### config.mk
export PLATFORM = sky130hd
export DESIGN_NAME = mfsg_mac
export DESIGN_NICKNAME = d
export VERILOG_FILES = /design/src/rtl/core/mfsg_pkg.sv /design/src/rtl/core/mfsg_mac.sv
export SDC_FILE = /design/constraint.sdc
export NUM_CORES = 2
export LEC_CHECK = 0
export ABC_AREA = 1
export BUFFER_PORTS_ARGS = -buffer_cell sky130_fd_sc_hd__buf_2
export CAP_MARGIN = 20
export CORE_ASPECT_RATIO = 1.2
export CORE_MARGIN = 2
export CORE_UTILIZATION = 60
export DETAILED_ROUTE_END_ITERATION = 16
export PLACE_DENSITY = 0.8
export RECOVER_POWER = 100
export SLEW_MARGIN = 0
export SYNTH_ARGS = -nofsm -noshare
export SYNTH_HDL_FRONTEND = slang
export SYNTH_SLANG_ARGS = --single-unit
### constraint.sdc
create_clock -name clk_i -period 6.92 [get_ports clk_i]
set_input_delay 0.346 -clock clk_i [delete_from_list [all_inputs] [get_ports clk_i]]
set_output_delay 0.346 -clock clk_i [all_outputs]
set_load 0.005 [all_outputs]
### src/rtl/core/mfsg_pkg.sv
// Shared constants, payload structs and saturating fixed-point helpers
// for the matrix-factorisation gradient engine. No dependencies.
package mfsg_pkg;

  localparam int unsigned USER_SLOTS  = 256;
  localparam int unsigned ITEM_SLOTS  = 1024;
  localparam int unsigned MAX_FACTORS = 16;
  localparam int unsigned FRAC_BITS   = 24;

  localparam int unsigned DATA_W     = 32;
  localparam int unsigned SLOT_W     = $clog2(USER_SLOTS);
  localparam int unsigned KEY_W      = $clog2(ITEM_SLOTS);
  localparam int unsigned FAC_W      = $clog2(MAX_FACTORS);
  localparam int unsigned FC_W       = $clog2(MAX_FACTORS + 1);
  localparam int unsigned UW_DEPTH   = USER_SLOTS * MAX_FACTORS;
  localparam int unsigned IW_DEPTH   = ITEM_SLOTS * MAX_FACTORS;
  localparam int unsigned CFG_ADDR_W = 4;

  // Input modes
  localparam logic [1:0] MODE_WR_USER = 2'd0;
  localparam logic [1:0] MODE_WR_ITEM = 2'd1;
  localparam logic [1:0] MODE_RATING  = 2'd2;
  localparam logic [1:0] MODE_CLEAR   = 2'd3;

  // Configuration register indexes
  localparam logic [CFG_ADDR_W-1:0] REG_STEP_SIZE       = 4'd0;
  localparam logic [CFG_ADDR_W-1:0] REG_GLOBAL_BIAS     = 4'd1;
  localparam logic [CFG_ADDR_W-1:0] REG_FACTOR_COUNT    = 4'd2;
  localparam logic [CFG_ADDR_W-1:0] REG_USER_FACTOR_REG = 4'd3;
  localparam logic [CFG_ADDR_W-1:0] REG_ITEM_FACTOR_REG = 4'd4;
  localparam logic [CFG_ADDR_W-1:0] REG_USER_BIAS_REG   = 4'd5;
  localparam logic [CFG_ADDR_W-1:0] REG_ITEM_BIAS_REG   = 4'd6;
  localparam logic [CFG_ADDR_W-1:0] REG_USER_BASE       = 4'd7;

  // 0.01 in Q8.24
  localparam logic signed [DATA_W-1:0] RST_0P01 = 32'sd167772;

  localparam logic signed [DATA_W-1:0] SAT_MAX = 32'sh7FFF_FFFF;
  localparam logic signed [DATA_W-1:0] SAT_MIN = 32'sh8000_0000;

  typedef struct packed {
    logic [1:0]               mode;
    logic [7:0]               user_slot;
    logic [9:0]               item_key;
    logic [4:0]               word_index;
    logic signed [DATA_W-1:0] value;
  } in_t;

  typedef struct packed {
    logic [DATA_W-1:0]        global_user;
    logic [9:0]               item_out;
    logic [3:0]               factor_out;
    logic signed [DATA_W-1:0] prediction;
    logic signed [DATA_W-1:0] user_delta;
    logic signed [DATA_W-1:0] item_delta;
    logic signed [DATA_W-1:0] user_bias_sum;
    logic signed [DATA_W-1:0] item_bias_sum;
    logic                     saturated;
    logic                     last;
  } out_t;

  typedef struct packed {
    logic [CFG_ADDR_W-1:0] addr;
    logic [DATA_W-1:0]     wdata;
  } cfg_wr_t;

  typedef struct packed {
    logic signed [DATA_W-1:0] step_size;
    logic signed [DATA_W-1:0] global_bias;
    logic [4:0]               factor_count;
    logic signed [DATA_W-1:0] user_factor_reg;
    logic signed [DATA_W-1:0] item_factor_reg;
    logic signed [DATA_W-1:0] user_bias_reg;
    logic signed [DATA_W-1:0] item_bias_reg;
    logic [DATA_W-1:0]        user_base;
  } cfg_t;

  // Saturated result with its overflow flag
  typedef struct packed {
    logic                     sat;
    logic signed [DATA_W-1:0] val;
  } sres_t;

  // Add or subtract with clamping to the signed 32-bit range
  function automatic sres_t sat_addsub(logic signed [DATA_W-1:0] a,
                                       logic signed [DATA_W-1:0] b,
                                       logic sub);
    logic [DATA_W:0] s;
    sres_t r;
    if (sub) begin
      s = {a[DATA_W-1], a} - {b[DATA_W-1], b};
    end else begin
      s = {a[DATA_W-1], a} + {b[DATA_W-1], b};
    end
    r.sat = s[DATA_W] ^ s[DATA_W-1];
    if (r.sat) begin
      r.val = s[DATA_W] ? SAT_MIN : SAT_MAX;
    end else begin
      r.val = s[DATA_W-1:0];
    end
    return r;
  endfunction

  // Floor shift of a full product back to Q8.24, clamped to 32 bits
  function automatic sres_t sat_shift(logic signed [2*DATA_W-1:0] p);
    logic signed [2*DATA_W-1:0] sh;
    sres_t r;
    sh    = p >>> FRAC_BITS;
    r.sat = !((&sh[2*DATA_W-1:DATA_W-1]) || !(|sh[2*DATA_W-1:DATA_W-1]));
    if (r.sat) begin
      r.val = sh[2*DATA_W-1] ? SAT_MIN : SAT_MAX;
    end else begin
      r.val = sh[DATA_W-1:0];
    end
    return r;
  endfunction

  // Zero counts as one factor, anything above the table width as the maximum
  function automatic logic [FC_W-1:0] clamp_fc(logic [4:0] f);
    logic [FC_W-1:0] r;
    if (f == 5'd0) begin
      r = FC_W'(1);
    end else if (f > 5'(MAX_FACTORS)) begin
      r = FC_W'(MAX_FACTORS);
    end else begin
      r = FC_W'(f);
    end
    return r;
  endfunction

endpackage

### src/rtl/core/mfsg_mac.sv
// Shared 32x32 signed multiplier with a product register, followed by the
// Q8.24 floor shift and saturation. Depends on mfsg_pkg.
module mfsg_mac (
  input  logic                                clk_i,
  input  logic                                en_i,
  input  logic signed [mfsg_pkg::DATA_W-1:0]  a_i,
  input  logic signed [mfsg_pkg::DATA_W-1:0]  b_i,
  output mfsg_pkg::sres_t                     res_o
);
  import mfsg_pkg::*;

  logic signed [2*DATA_W-1:0] prod_q;

  // Register the full product
  always_ff @(posedge clk_i) begin
    if (en_i) begin
      prod_q <= a_i * b_i;
    end
  end

  assign res_o = sat_shift(prod_q);

endmodule

# After elaboration in Yosys (flattened, before gate mapping)
# Cells that the tools add are included.
# W data, S select, Z words.
word_totals:
  out_inout_bits: 33
  inputBits: 66
  word_cells: 9
  ff_bits: 64
op_classes:
  n_mul: 1
  n_mux: 2
  n_reduce_logical: 5
ops:
  columns: ["cell", "n"]
  rows:
  - ["$mul A32 B32 Y64", 1]
  - ["$mux W32", 2]
  - ["$reduce_and A9 Y1", 1]
  - ["$reduce_or A9 Y1", 1]
  - ["$logic_not A1 Y1", 2]
  - ["$logic_or A1 B1 Y1", 1]

# Logic depth before layout (Yosys ltp)
depth:
  word_depth: 4
  ltp_mapped: 32
  ltp_nobuf: 31

# Least setup slack after synthesis
# OpenSTA, ideal clock, no wires.
synth_timing:
  path_type: "input-to-reg"
  startpoint: "input port a_i[31] in the netlist's numbering"
  endpoint: "register prod_q[51] (data pin)"
  required_ns: 6.668
  n_path_buf: 1
  arrival_time_ns: 6.946
  slack_ns: -0.278
  setup_time_ns: 0.252
  path_stages: 27
  path_cell_list: "clkbuf_1 -> nand2_1 -> inv_1 -> fa_1 -> inv_1 -> fa_1 -> inv_1 -> fa_1 -> fa_1 -> inv_1 -> fa_1 -> inv_1 -> fa_1 -> inv_1 -> fa_1 -> fa_1 -> inv_1 -> ha_1 -> nand2_1 -> nor2_1 -> inv_2 -> nor2_2 -> inv_1 -> nor4_2 -> nand2_1 -> nand3_1 -> nand2_1"
synth_between:
  elab_chain_cells: 1
synth_lines:
  columns: ["element", "line_no", "source"]
  rows:
  - ["start, declared", "mfsg_mac.sv:6", "input logic signed [mfsg_pkg::DATA_W-1:0] a_i,"]
  - ["$mul A32 B32 Y64", "mfsg_mac.sv:17", "prod_q <= a_i * b_i;"]
  - ["end signal, assigned", "mfsg_mac.sv:17", null]
  - ["end, declared", "mfsg_mac.sv:12", "logic signed [2*DATA_W-1:0] prod_q;"]
# Every way passes these cells.
# A chain may end at the register's enable or synchronous reset.

# Worst setup path after layout
layout_timing:
  startpoint: "input port a_i[31] in the netlist's numbering"
  endpoint: "register prod_q[54] (data pin)"
# The elaborated chain is that of the path after synthesis.

==> results_dict.tcl <==
set metrics [dict create \
    drc_errors 0 \
    crit_required_ps 6970 \
    largest_reg_flops 40 \
    timing.final.hold_violations 0 \
    ys_seq_area_share_pct 3.01 \
    yosysWarnings 0 \
    hold_class "reg2out" \
    setup_viol 0 \
    drtAntennaViolNets 0 \
    die_x_um 239 \
    die_h_um 286 \
    synth_compound_area_share_pct 2.22 \
    outcome "complete, but fails checks" \
    root_buffer "clkbuf_16" \
    maxSlewHeadroom_pct -61.7 \
    synth.area.mux_share_pct 0 \
    antenna_found_initial 3 \
    first_pass_iters 6 \
    drive_gt1_share_pct 12.9 \
    grt.total_usage_pct 33.7 \
    dp_hpwl_um 97100 \
    rows 103 \
    arrival_ps 6840 \
    synth_simple_gate_area_share_pct 16.2 \
    syn_nets 6402 \
    n_fill_cell 5006 \
    htreeDepth 2 \
    synth_top_family_by_area "adder cells" \
    cts_inserted_buffers 5 \
    drt_iter0_drc 2078 \
    via_per_inst 5.20 \
    ios 99 \
    place_ws_ps -500 \
    cts.sinks 40 \
    start_util_pct 60.7 \
    worstSetupEndpointType "register" \
    drt-total-wl_um 109000 \
    hold_start "prod_q[63]" \
    startpoint_type "input pin" \
    seq_area_um2 1200 \
    clockBufferDepth 2 \
    synth_top_flop_cell "edfxtp_1" \
    largest-register "prod_q" \
    reg.largest.list "prod_q: 40 flops" \
    whs_path_depth 1 \
    syn_inst 5075 \
    die-area_um2 68500 \
    fin_ws_ps 127 \
    cp_max_fo 8 \
    drv_cap 1 \
    post_drt_wl_per_cell_um 17.4 \
    period_share_pct 98.2 \
    async_flop_share_pct 0 \
    multi_input_area_um2 32100 \
    grt_pass1_wl_um 180000 \
    core_um2 65700 \
    cts_tree "built" \
    rsz0062_at_grt "yes" \
    vias 32600 \
    violations "max-capacitance violations, max-slew violations" \
    yosysUniqueCellTypes 30 \
    syn_area_um2 39900 \
    period_needed_ps 6790 \
    grt_max_degree 41 \
    worstHoldEndpoint "res_o[31]" \
    path_class "in2reg" \
    worst_slew_pin_slew_ps 2420 \
    area_growth_pct 14.0 \
    port-buffer-count 98 \
    grt_pass1_vias 36400 \
    overflow 0 \
    gp_congestion 0.959 \
    nNetsFinal 6750 \
    fmax_mhz 147 \
    synthAdderAreaFrac_pct 59.9 \
    ys_ff_latch 40 \
    synth_xor_xnor_area_share_pct 0.549 \
    maxSlewViolCount 41 \
    clkTransAtPathRegs_ps 70 \
    synth_edf_count 40 \
    synth_area_per_cell_um2 7.86 \
]
synth_stat cells (6+ instances only):
master,instances,area [um^2]
xnor2_1,10,87.6
inv_1,1696,6370
a21oi_1,79,395
xor2_1,15,131
ha_1,180,2250
clkbuf_1,199,747
o21bai_1,12,90.1
o21ai_0,66,330
fa_1,1081,21600
nor2_2,11,68.8
nor2_1,147,552
nor3_1,11,55.1
nand4_1,13,81.3
inv_2,23,86.3
nand3_1,54,270
edfxtp_1,40,1200
or2_2,6,37.5
nand2_1,1402,5260
cell type report:
type | instances | area share [%]
antenna | 2 | 0.0110
clock buffer | 5 | 0.275
clock inverter | 3 | 0.102
inverter | 1723 | 14.2
multi-input combinational | 3113 | 70.6
sequential | 40 | 2.64
tap | 840 | 2.31
timing repair buffer | 540 | 9.86
placed cells by master, fill, tap and decap left out, types with 19 or more instances in the layout:
cell type	netlist	routed
inv_1	1696	1678
nand2_1	1402	1380
fa_1	1081	1072
buf_4	0	389
ha_1	180	160
nor2_1	147	113
a21oi_1	79	60
o21ai_0	66	55
nand3_1	54	52
buf_12	0	48
buf_2	0	44
edfxtp_1	40	40
inv_2	23	39
clkbuf_1	199	33
nor2_2	11	31
a21oi_2	0	19
critical path: stages:
cell	delay, ps
buf_12	120
buf_8	130
nand2_4	50
inv_2	40
fa_1	550
inv_2	50
fa_1	520
inv_2	60
fa_2	470
fa_2	600
clkinvlp_4	230
fa_1	620
inv_2	50
fa_1	500
inv_2	50
fa_1	540
inv_2	60
fa_1	540
ha_4	340
nand2_4	80
nor2_4	100
inv_2	60
nor2_4	110
nand2_2	80
nor4_2	200
nand2_1	130
nand4_1	120
nand2_1	60
worst max path at each step:
stage	start	to	depth (start not counted)
finish	a_i[31]	prod_q[54]	28
global placement	a_i[31]	prod_q[60]	27
global route	a_i[31]	prod_q[54]	28
detailed placement	a_i[31]	prod_q[50]	24
floorplan	a_i[31]	prod_q[51]	25
CTS	b_i[8]	prod_q[61]	27
logic make-up (layout without fill, tap and decap cells):
logic type               after synthesis  in the layout
XOR/XNOR                              25             25
buffers and inverters               1922           2271
AND/OR/NAND/NOR                     1659           1659
other                                  0              2
adder cells (fa/ha/maj)             1261           1261
AO/OA/AOI/OAI                        168            168
flip-flops                            40             40
repair_timing:
action                                  4_1_cts  5_1_grt
cloned                                        0        1
endpoints found under the setup margin       11       40
resized for setup                             8      203
buffers inserted                              2        6
pin swaps                                     3       41
endpoints found under the hold margin         0        0
hold buffers                                  0        0
through the flow:
step | cells | hold slack [ps] | cell area [um^2] | TNS, ps | util [%]
after floorplan | 5075 | 458 | 39900 | -10.8 | -
after global placement | 6246 | 845 | 44500 | -4820 | 67.7
after detailed placement | 6246 | 855 | 44500 | -8920 | 67.7
after CTS | 6256 | 801 | 44700 | 0 | 68.0
after global routing | 6266 | 1190 | 45400 | -849 | 69.1
final | 6266 | 1170 | 45400 | 0 | 69.1
per-layer routing:
metal / global-route usage [%] / vias up / routed length [um]
met3: 3.16 / 487 / 6300
met1: 38.0 / 16200 / 37200
met2: 61.9 / 1391 / 57400
met5: 0 / - / 13
li1: - / 14600 / -
met4: 19.8 / 2 / 7990
Power is left out: the tool's default activity adds up to more than one toggle a clock period on the data nets, which glitch-free logic cannot reach.
