--- config.mk ---
export PLATFORM = sky130hd
export DESIGN_NAME = mfsg_cfg_flat
export DESIGN_NICKNAME = d
export VERILOG_FILES = /design/src/rtl/core/mfsg_pkg.sv /design/src/rtl/core/mfsg_if.sv /design/src/rtl/core/mfsg_cfg.sv /design/src/flat_wrapper.sv
export SDC_FILE = /design/constraint.sdc
export NUM_CORES = 1
export LEC_CHECK = 0
export BUFFER_PORTS_ARGS = -buffer_cell sky130_fd_sc_hd__buf_2
export CAP_MARGIN = 15
export CORE_MARGIN = 2
export CORE_UTILIZATION = 40
export CTS_BUF_LIST = sky130_fd_sc_hd__clkbuf_8 sky130_fd_sc_hd__clkbuf_16
export DETAILED_ROUTE_END_ITERATION = 16
export PLACE_DENSITY_LB_ADDON = 0.08
export SYNTH_ARGS = -nofsm -noshare
export SYNTH_HDL_FRONTEND = slang
export SYNTH_SLANG_ARGS = --single-unit
export TNS_END_PERCENT = 10
--- constraint.sdc ---
create_clock -name clk_i -period 1 [get_ports clk_i]
set_input_delay 0.05 -clock clk_i [delete_from_list [all_inputs] [get_ports clk_i]]
set_output_delay 0.05 -clock clk_i [all_outputs]
set_load 0.01 [all_outputs]
--- src/rtl/core/mfsg_pkg.sv ---
// Shared constants, payload structs and saturating fixed-point helpers
// for the matrix-factorisation gradient engine. No dependencies.
package mfsg_pkg;

  localparam int unsigned USER_SLOTS  = 256;
  localparam int unsigned ITEM_SLOTS  = 1024;
  localparam int unsigned MAX_FACTORS = 16;
  localparam int unsigned FRAC_BITS   = 24;

  localparam int unsigned DATA_W     = 32;
  localparam int unsigned SLOT_W     = $clog2(USER_SLOTS);
  localparam int unsigned KEY_W      = $clog2(ITEM_SLOTS);
  localparam int unsigned FAC_W      = $clog2(MAX_FACTORS);
  localparam int unsigned FC_W       = $clog2(MAX_FACTORS + 1);
  localparam int unsigned UW_DEPTH   = USER_SLOTS * MAX_FACTORS;
  localparam int unsigned IW_DEPTH   = ITEM_SLOTS * MAX_FACTORS;
  localparam int unsigned CFG_ADDR_W = 4;

  // Input modes
  localparam logic [1:0] MODE_WR_USER = 2'd0;
  localparam logic [1:0] MODE_WR_ITEM = 2'd1;
  localparam logic [1:0] MODE_RATING  = 2'd2;
  localparam logic [1:0] MODE_CLEAR   = 2'd3;

  // Configuration register indexes
  localparam logic [CFG_ADDR_W-1:0] REG_STEP_SIZE       = 4'd0;
  localparam logic [CFG_ADDR_W-1:0] REG_GLOBAL_BIAS     = 4'd1;
  localparam logic [CFG_ADDR_W-1:0] REG_FACTOR_COUNT    = 4'd2;
  localparam logic [CFG_ADDR_W-1:0] REG_USER_FACTOR_REG = 4'd3;
  localparam logic [CFG_ADDR_W-1:0] REG_ITEM_FACTOR_REG = 4'd4;
  localparam logic [CFG_ADDR_W-1:0] REG_USER_BIAS_REG   = 4'd5;
  localparam logic [CFG_ADDR_W-1:0] REG_ITEM_BIAS_REG   = 4'd6;
  localparam logic [CFG_ADDR_W-1:0] REG_USER_BASE       = 4'd7;

  // 0.01 in Q8.24
  localparam logic signed [DATA_W-1:0] RST_0P01 = 32'sd167772;

  localparam logic signed [DATA_W-1:0] SAT_MAX = 32'sh7FFF_FFFF;
  localparam logic signed [DATA_W-1:0] SAT_MIN = 32'sh8000_0000;

  typedef struct packed {
    logic [1:0]               mode;
    logic [7:0]               user_slot;
    logic [9:0]               item_key;
    logic [4:0]               word_index;
    logic signed [DATA_W-1:0] value;
  } in_t;

  typedef struct packed {
    logic [DATA_W-1:0]        global_user;
    logic [9:0]               item_out;
    logic [3:0]               factor_out;
    logic signed [DATA_W-1:0] prediction;
    logic signed [DATA_W-1:0] user_delta;
    logic signed [DATA_W-1:0] item_delta;
    logic signed [DATA_W-1:0] user_bias_sum;
    logic signed [DATA_W-1:0] item_bias_sum;
    logic                     saturated;
    logic                     last;
  } out_t;

  typedef struct packed {
    logic [CFG_ADDR_W-1:0] addr;
    logic [DATA_W-1:0]     wdata;
  } cfg_wr_t;

  typedef struct packed {
    logic signed [DATA_W-1:0] step_size;
    logic signed [DATA_W-1:0] global_bias;
    logic [4:0]               factor_count;
    logic signed [DATA_W-1:0] user_factor_reg;
    logic signed [DATA_W-1:0] item_factor_reg;
    logic signed [DATA_W-1:0] user_bias_reg;
    logic signed [DATA_W-1:0] item_bias_reg;
    logic [DATA_W-1:0]        user_base;
  } cfg_t;

  // Saturated result with its overflow flag
  typedef struct packed {
    logic                     sat;
    logic signed [DATA_W-1:0] val;
  } sres_t;

  // Add or subtract with clamping to the signed 32-bit range
  function automatic sres_t sat_addsub(logic signed [DATA_W-1:0] a,
                                       logic signed [DATA_W-1:0] b,
                                       logic sub);
    logic [DATA_W:0] s;
    sres_t r;
    if (sub) begin
      s = {a[DATA_W-1], a} - {b[DATA_W-1], b};
    end else begin
      s = {a[DATA_W-1], a} + {b[DATA_W-1], b};
    end
    r.sat = s[DATA_W] ^ s[DATA_W-1];
    if (r.sat) begin
      r.val = s[DATA_W] ? SAT_MIN : SAT_MAX;
    end else begin
      r.val = s[DATA_W-1:0];
    end
    return r;
  endfunction

  // Floor shift of a full product back to Q8.24, clamped to 32 bits
  function automatic sres_t sat_shift(logic signed [2*DATA_W-1:0] p);
    logic signed [2*DATA_W-1:0] sh;
    sres_t r;
    sh    = p >>> FRAC_BITS;
    r.sat = !((&sh[2*DATA_W-1:DATA_W-1]) || !(|sh[2*DATA_W-1:DATA_W-1]));
    if (r.sat) begin
      r.val = sh[2*DATA_W-1] ? SAT_MIN : SAT_MAX;
    end else begin
      r.val = sh[DATA_W-1:0];
    end
    return r;
  endfunction

  // Zero counts as one factor, anything above the table width as the maximum
  function automatic logic [FC_W-1:0] clamp_fc(logic [4:0] f);
    logic [FC_W-1:0] r;
    if (f == 5'd0) begin
      r = FC_W'(1);
    end else if (f > 5'(MAX_FACTORS)) begin
      r = FC_W'(MAX_FACTORS);
    end else begin
      r = FC_W'(f);
    end
    return r;
  endfunction

endpackage

--- src/rtl/core/mfsg_if.sv ---


interface mfsg_cfg_if;
  logic              valid;
  logic              ready;
  mfsg_pkg::cfg_wr_t data;
  modport source (output valid, output data, input ready);
  modport sink   (input valid, input data, output ready);
endinterface

--- src/rtl/core/mfsg_cfg.sv ---
// Configuration register file, written over its own valid/ready channel.
// Depends on mfsg_pkg and mfsg_if.
module mfsg_cfg (
  input  logic           clk_i,
  input  logic           rst_ni,
  mfsg_cfg_if.sink       cfg_i,
  output mfsg_pkg::cfg_t cfg_o
);
  import mfsg_pkg::*;

  cfg_t cfg_q;

  assign cfg_i.ready = 1'b1;

  // Take a write transfer into the addressed register, drop unknown indexes
  always_ff @(posedge clk_i or negedge rst_ni) begin
    if (!rst_ni) begin
      cfg_q.step_size       <= RST_0P01;
      cfg_q.global_bias     <= '0;
      cfg_q.factor_count    <= 5'(MAX_FACTORS);
      cfg_q.user_factor_reg <= RST_0P01;
      cfg_q.item_factor_reg <= RST_0P01;
      cfg_q.user_bias_reg   <= RST_0P01;
      cfg_q.item_bias_reg   <= RST_0P01;
      cfg_q.user_base       <= '0;
    end else if (cfg_i.valid) begin
      unique case (cfg_i.data.addr)
        REG_STEP_SIZE:       cfg_q.step_size       <= cfg_i.data.wdata;
        REG_GLOBAL_BIAS:     cfg_q.global_bias     <= cfg_i.data.wdata;
        REG_FACTOR_COUNT:    cfg_q.factor_count    <= cfg_i.data.wdata[4:0];
        REG_USER_FACTOR_REG: cfg_q.user_factor_reg <= cfg_i.data.wdata;
        REG_ITEM_FACTOR_REG: cfg_q.item_factor_reg <= cfg_i.data.wdata;
        REG_USER_BIAS_REG:   cfg_q.user_bias_reg   <= cfg_i.data.wdata;
        REG_ITEM_BIAS_REG:   cfg_q.item_bias_reg   <= cfg_i.data.wdata;
        REG_USER_BASE:       cfg_q.user_base       <= cfg_i.data.wdata;
        default: ;
      endcase
    end
  end

  assign cfg_o = cfg_q;

endmodule

--- src/flat_wrapper.sv ---
// flat-port wrapper written by rule: the top's interface ports become plain ports
module mfsg_cfg_flat import mfsg_pkg::*;
  (clk_i, rst_ni, cfg_o, cfg_i_valid, cfg_i_data, cfg_i_ready);
  mfsg_cfg_if cfg_i_i ();
  input  logic clk_i;
  input  logic rst_ni;
  output mfsg_pkg::cfg_t cfg_o;
  input wire logic [$bits(cfg_i_i.valid)-1:0] cfg_i_valid;
  input wire logic [$bits(cfg_i_i.data)-1:0] cfg_i_data;
  output wire logic [$bits(cfg_i_i.ready)-1:0] cfg_i_ready;
  assign cfg_i_i.valid = cfg_i_valid;
  assign cfg_i_i.data = cfg_i_data;
  assign cfg_i_ready = cfg_i_i.ready;
  mfsg_cfg u_core (.clk_i(clk_i), .rst_ni(rst_ni), .cfg_i(cfg_i_i), .cfg_o(cfg_o));
endmodule
After elaboration in Yosys (flattened, before gate mapping) --
Cells that the tools add are included.
Storage, ports and cells: flip-flop bits (word level) 229, input port bits 39
Operators by class: equal/unequal tests 7, reduce and logical (&&, ||, !) cells 9
Operator list (number):
- == test 4 x 3 -> 1 bit, second input constant | 4
- AND reduction 2 bit | 8
- == test 4 x 2 -> 1 bit, second input constant | 2
- == test 4 x 1 -> 1 bit, second input constant | 1
- logical NOT 4 bit | 1

Depth between registers and ports, before layout --
Gate-level depths: netlist of the first run.
depth after elaboration 2, gate-level depth with buffers 5

Worst setup path before layout of the first run --
OpenSTA, ideal clock, no wires.
kind input -> register, start point in cfg_i_valid, end point reg u_core.cfg_q (netlist bit u_core.cfg_o[65]), setup time 0.125 ns, arrival time 0.978 ns, path slack -0.103 ns, cell stages on the path 5, buffers on the path 2, cells stage by stage nor2b_2 > nor2b_1 > clkbuf_2 > buf_6 > mux2_2
On the way: longest elaborated chain between the ends 1
Ends and longest elaborated chain:
- from (decl) | RTL line flat_wrapper.sv:8 | input wire logic [$bits(cfg_i_i.valid)-1:0] cfg_i_valid;
- AND reduction 2 bit (no source line)
- to (decl) | RTL line mfsg_cfg.sv:11 | cfg_t cfg_q;
Every way passes these cells. A chain may end at the register's enable or synchronous reset.

Worst setup path in the final report of the first run --
start point reg u_core.cfg_q (netlist bit u_core.cfg_o[143]), end point out cfg_o[143] (netlist bit)
RTL lines:
- to (decl) | RTL line flat_wrapper.sv:7 | output mfsg_pkg::cfg_t cfg_o;
No word-level cell between the ends.

==> results.cfg, run 1 <==
[run_status]
outcome = finished, violations left
failed_checks = negative setup slack

[cells_and_area]
area_growth_pct = 45.4
largest_reg_flops = 229
drive_gt1_share_pct = 73.1
fin_nets = 871
fin_util_pct = 59.3

[min_path]
hold_class = in2async

[drt]
drc_errors = 0
ant_nets = 0
wirelength_um = 22300
viasPerCell = 4.85
dr_total_vias = 5461
wire_per_inst_um = 19.8
first_pass_iters = 4
drt-initial-drc-count = 139

[timing]
hold_violations = 0
fin_crit_ns = 1.21
fin_skew_ns = 0
clock.fmax_ghz = 0.824
period_share_pct = 121
hold_slack_ns = 0.0363
drv_slew = 0
rsz0062_at_grt = yes
setup_slack_ns = -0.213
setup_viol = 229

[flow_run]
drv_cap = 0

[setup_path]
criticalPathCategory = reg2out
crit_chain = buf_6
slowest_stage = dfstp_2
worstPathArrival_ns = 1.16
cp_top_family = flip-flops
end_kind = output port
crit_required_ns = 0.95
path_buf_inv = 1
worstSetupStartpointType = flip-flop
worstPathMaxFanout = 2
slowest_delay_ns = 0.55

[clock_network]
cts_buffers = 24
path_clk_slew_ns = 0.06
numClockSinks = 229
h-tree-depth = 1
clockBufferDepth = 3
cts-root-buf = clkbuf_16
cts_tree = done
worst_skew_pair.late_latency_ns = 0.49

[global_route]
grt_pass1_vias = 5833
grt_first_pass_wirelength_um = 34300
grt-ovfl-total = 0
grt.total_usage_pct = 19.7
grt_max_degree = 43
antenna_found_initial = 2

[die]
die_y_um = 151
ios = 269
core_area_sq_um = 21100
start_util_pct = 40.8
die_x_um = 151
die_area_sq_um = 22700
rows = 53

[logic_synthesis]
async_reset_ff_share_pct = 100
yosysMostFrequentCell = mux2_2
synth_top_area_cell = dfrtp_1
syn_area_sq_um = 8600
ys_seq_elements = 229
postSynthAreaPerCell_sq_um = 17.3
yosysSeqAreaShare_pct = 67.4
yosysTopAreaCellShare_pct = 51.8
syn_nets = 535
ys.flop_type = dfrtp_1
ys_types = 19
yosysWarningCount = 0
synth.area.top_cells = dfrtp_1 52%, mux2_2 29%, dfstp_2 16%
synthTopCellsByCount = 224 x mux2_2, 178 x dfrtp_1, 51 x dfstp_2, 18 x buf_2, 5 x mux2_1
syn_inst = 496
synth-edff-count = 0

[pwr]
leakagePower_nw = 5.93
max-vdd-ir-drop_mv = 1.41
finalPower_mw = 29.9
cellPowerDensity_nw_per_um2 = 2390

[place]
place_ws_ns = -0.352
hpwlAfterDp_um = 15400
io_buffers = 267
gp_congestion = 0.787
cell usage in the layout, fill, tap and decap left out, types with 2 or more instances in the layout:
master	count
dfrtp_1	178
clkbuf_8	5
clkbuf_16	25
mux2_2	221
dfstp_2	51
nand2_2	2
nand3_2	2
buf_6	112
dlygate4sd3_1	33
mux2_4	3
bufinv_16	3
nor2b_4	2
buf_2	154
diode_2	2
mux2_1	5
buf_12	16
buf_4	17
clkinv_2	5
inv_1	6
metal layers:
layer,vias up,share of wire (%),GRT usage [%]
met1,2809,41,24.9
met4,0,2.3,5.89
met3,32,7.0,4.91
li1,2440,-,-
met2,180,50,33.3
met5,-,0,0
path summary, 6_finish.rpt:
kind	start	endpoint	slack, ns	cells after the start
max	u_core.cfg_o[143]	cfg_o[143]	-0.21	1
min	rst_ni	u_core.cfg_o[198]	0.04	2
max reg2reg	u_core.cfg_o[35]	u_core.cfg_o[35]	0.16	2
min reg2reg	u_core.cfg_o[24]	u_core.cfg_o[24]	0.50	1
max in group asynchronous	rst_ni	u_core.cfg_o[203]	0.40	3
min in group clk_i	cfg_i_data[33]	u_core.cfg_o[181]	0.20	5
cell type report:
cell class,instances,area (sq um)
diodes,2,5.00
clock buffers,29,681
clock inverters,15,145
fillers,1705,8590
multi-input cells,244,2710
flip-flops and latches,229,5790
well taps,275,344
repair buffers,333,2820
through the flow:
step,area [sq um],instances,TNS (ns)
6_report,12500,1127,-22.48
5_1_grt,12500,1127,-31.32
4_1_cts,12400,1125,-27.71
3_5_place_dp,10600,1047,-50.45
3_3_place_gp,10600,1047,-48.31
2_1_floorplan,8610,496,-4.21
power breakdown:
part	switching [mW]	total, mW	leakage (nW)	internal [mW]
combinational	3.15	7.61	2.78	4.47
clock	3.53	9.11	0.431	5.59
sequential	1.34	13.1	2.72	11.8
kinds of logic (layout without fill, tap and decap cells):
kind of cell / Yosys count / in the layout / synth area share [%]
multiplexers: 229 / 229 / 30.0
flip-flops: 229 / 229 / 67.4
buffers and inverters: 23 / 377 / 1.59
AND/OR/NAND/NOR: 14 / 14 / 0.961
other: 1 / 3 / 0.0436
timing repair:
| item | CTS | global route |
|---|---|---|
| pin swaps | 0 | 0 |
| hold buffers | 33 | 0 |
| buffers inserted | 1 | 0 |
| gates resized for setup | 99 | 21 |
| endpoints found under the hold margin | 455 | 0 |
| setup endpoints to repair | 229 | 229 |
Note: power is estimated with default switching activity, not from simulation.
==> run 2, diff against run 1 <==
CTS_BUF_LIST = sky130_fd_sc_hd__clkbuf_8   (was sky130_fd_sc_hd__clkbuf_8 sky130_fd_sc_hd__clkbuf_16)
GPL_TIMING_DRIVEN = 0   (was unset)
SETUP_SLACK_MARGIN = 0.2   (was unset)
==> run 2 against run 1 <==
Net effect:
- critical path type unchanged
- the flow finishes with violations (negative hold slack, negative setup slack)
- non-clock buffer count decreased by 6
- register-to-register slack about the same
- die area unchanged
- sequential share of layout area increased by 0.68 points
- largest cell class unchanged
==> results.cfg, run 2 (synthesis results as in run 1) <==
[run_status]
outcome = finished, violations left
failed_checks = negative hold slack, negative setup slack

[pwr]
cellPowerDensity_nw_per_um2 = 2310
finalPower_mw = 28.5
leakagePower_nw = 5.91
max-vdd-ir-drop_mv = 1.26

[setup_path]
reg2reg_slack_ns = 0.17
crit_required_ns = 0.95
cp_top_family = flip-flops
r2r-end = u_core.cfg_o[99]
worstPathArrival_ns = 1.17
slowest_delay_ns = 0.55
slowest_stage = dfstp_2
worstSetupStartpointType = flip-flop
r2r_start = u_core.cfg_o[99]
path_buf_inv = 1
criticalPathCategory = reg2out
rr_worst_depth = 2
crit_chain = buf_6
worstPathMaxFanout = 2
end_kind = output port

[die]
die_area_sq_um = 22700
rows = 53
ios = 269
die_x_um = 151
die_y_um = 151
core_area_sq_um = 21100
start_util_pct = 40.8

[timing]
drv_slew = 0
fin_crit_ns = 1.22
hold_violations = 119
setup_viol = 229
rsz0062_at_grt = yes
hold_slack_ns = -0.508
slew_headroom_pct = 57.0
period_share_pct = 122
clock.fmax_ghz = 0.821
setup_slack_ns = -0.218
worst_slew_pin_slew_ns = 0.644
fin_skew_ns = 0

[global_route]
grt_max_degree = 117
grt.total_usage_pct = 19.8
grt-ovfl-total = 0
grt_first_pass_wirelength_um = 34300
grt_pass1_vias = 6004
antenna_found_initial = 0

[cells_and_area]
antenna_cells = 0
final_common_cell = mux2_2
final_area_sq_um = 12300
multiInputGateArea_sq_um = 2740
final_cell_mix = 216 x mux2_2, 178 x dfrtp_1, 151 x buf_2, 118 x buf_6, 51 x dfstp_2
largest_reg_flops = 229
num-fill-cells = 1731
seq_area_sq_um = 5790
drive_gt1_share_pct = 72.5
fin_nets = 881
stdcell_count = 1144
area_growth_pct = 43.3

[drt]
viasPerCell = 4.85
wl_met1_um = 9050
wl_met3_um = 1780
drc_errors = 0
highest_layer = met4
wl_met2_um = 11300
drt-initial-drc-count = 116
ant_nets = 0
wirelength_um = 22600
first_pass_iters = 4
wire_per_inst_um = 19.8
dr_total_vias = 5552

[place]
io_buffers = 267
place_ws_ns = -0.595
gp_congestion = 0.792
place_inst = 1039
hpwlAfterDp_um = 15000
place_area_sq_um = 10300

[clock_network]
ctsHoldBuffers = 32
cts_tree = done
numClockSinks = 229
worst_skew_pair.late_latency_ns = 0.51
h-tree-depth = 2
cts-root-buf = clkbuf_8
clockBufferDepth = 3
cts_buffers = 40
path_clk_slew_ns = 0.06

[min_path]
hold_class = in2async

[flow_run]
drv_cap = 0
run 2: changes by cell type in the layout (fill, tap and decap cells not counted), sizes merged, moves of 2 or more:
cell	delta
clkbuf	+16
inv	+13
buf	-4
bufinv	-3
diode	-2
run 2: cell type report:
class                           instances  share of cell area [%]
Buffer                                 23                    2.15
Clock buffer                           46                    5.14
Clock inverter                         23                   0.741
Multi-Input combinational cell        244                    22.2
Sequential cell                       229                    47.0
Tap cell                              275                    2.79
Timing Repair Buffer                  304                    19.9
run 2: timing repair:
action / CTS / global route
pin swaps: 1 / 3
hold endpoints to repair: 302 / 118
resized for setup: 139 / 47
endpoints found under the setup margin: 377 / 455
setup buffers: 2 / 2
run 2: where the power goes:
part	total [mW]	internal (mW)	switching [mW]
combinational	7.69	4.49	3.19
sequential	13.1	11.8	1.30
clock	7.71	4.16	3.55
run 2: how the worst max path moves through the flow:
stage | depth (start not counted) | start | end | slack, ns
4_1_cts | 1 | u_core.cfg_o[111] | cfg_o[111] | -0.26
3_3_place_gp | 1 | rst_ni | u_core.cfg_o[182] | -3.72
3_5_place_dp | 5 | cfg_i_data[35] | u_core.cfg_o[19] | -0.60
5_1_grt | 1 | u_core.cfg_o[111] | cfg_o[111] | -0.27
6_report | 1 | u_core.cfg_o[111] | cfg_o[111] | -0.22
2_1_floorplan | 5 | cfg_i_data[35] | u_core.cfg_o[76] | -0.07
run 2: metal layers:
layer,vias to the layer above,global-route usage [%]
li1,2457,-
met5,-,0
met1,2848,23.8
met3,38,6.79
met4,0,6.50
met2,209,33.5
run 2: through the flow:
step                util (%)  setup TNS, ns
floorplan                  -          -4.21
finish                  58.4         -23.73
global placement        48.8        -860.32
CTS                     57.3         -32.25
detailed placement      49.0        -111.67
global route            58.4         -36.62
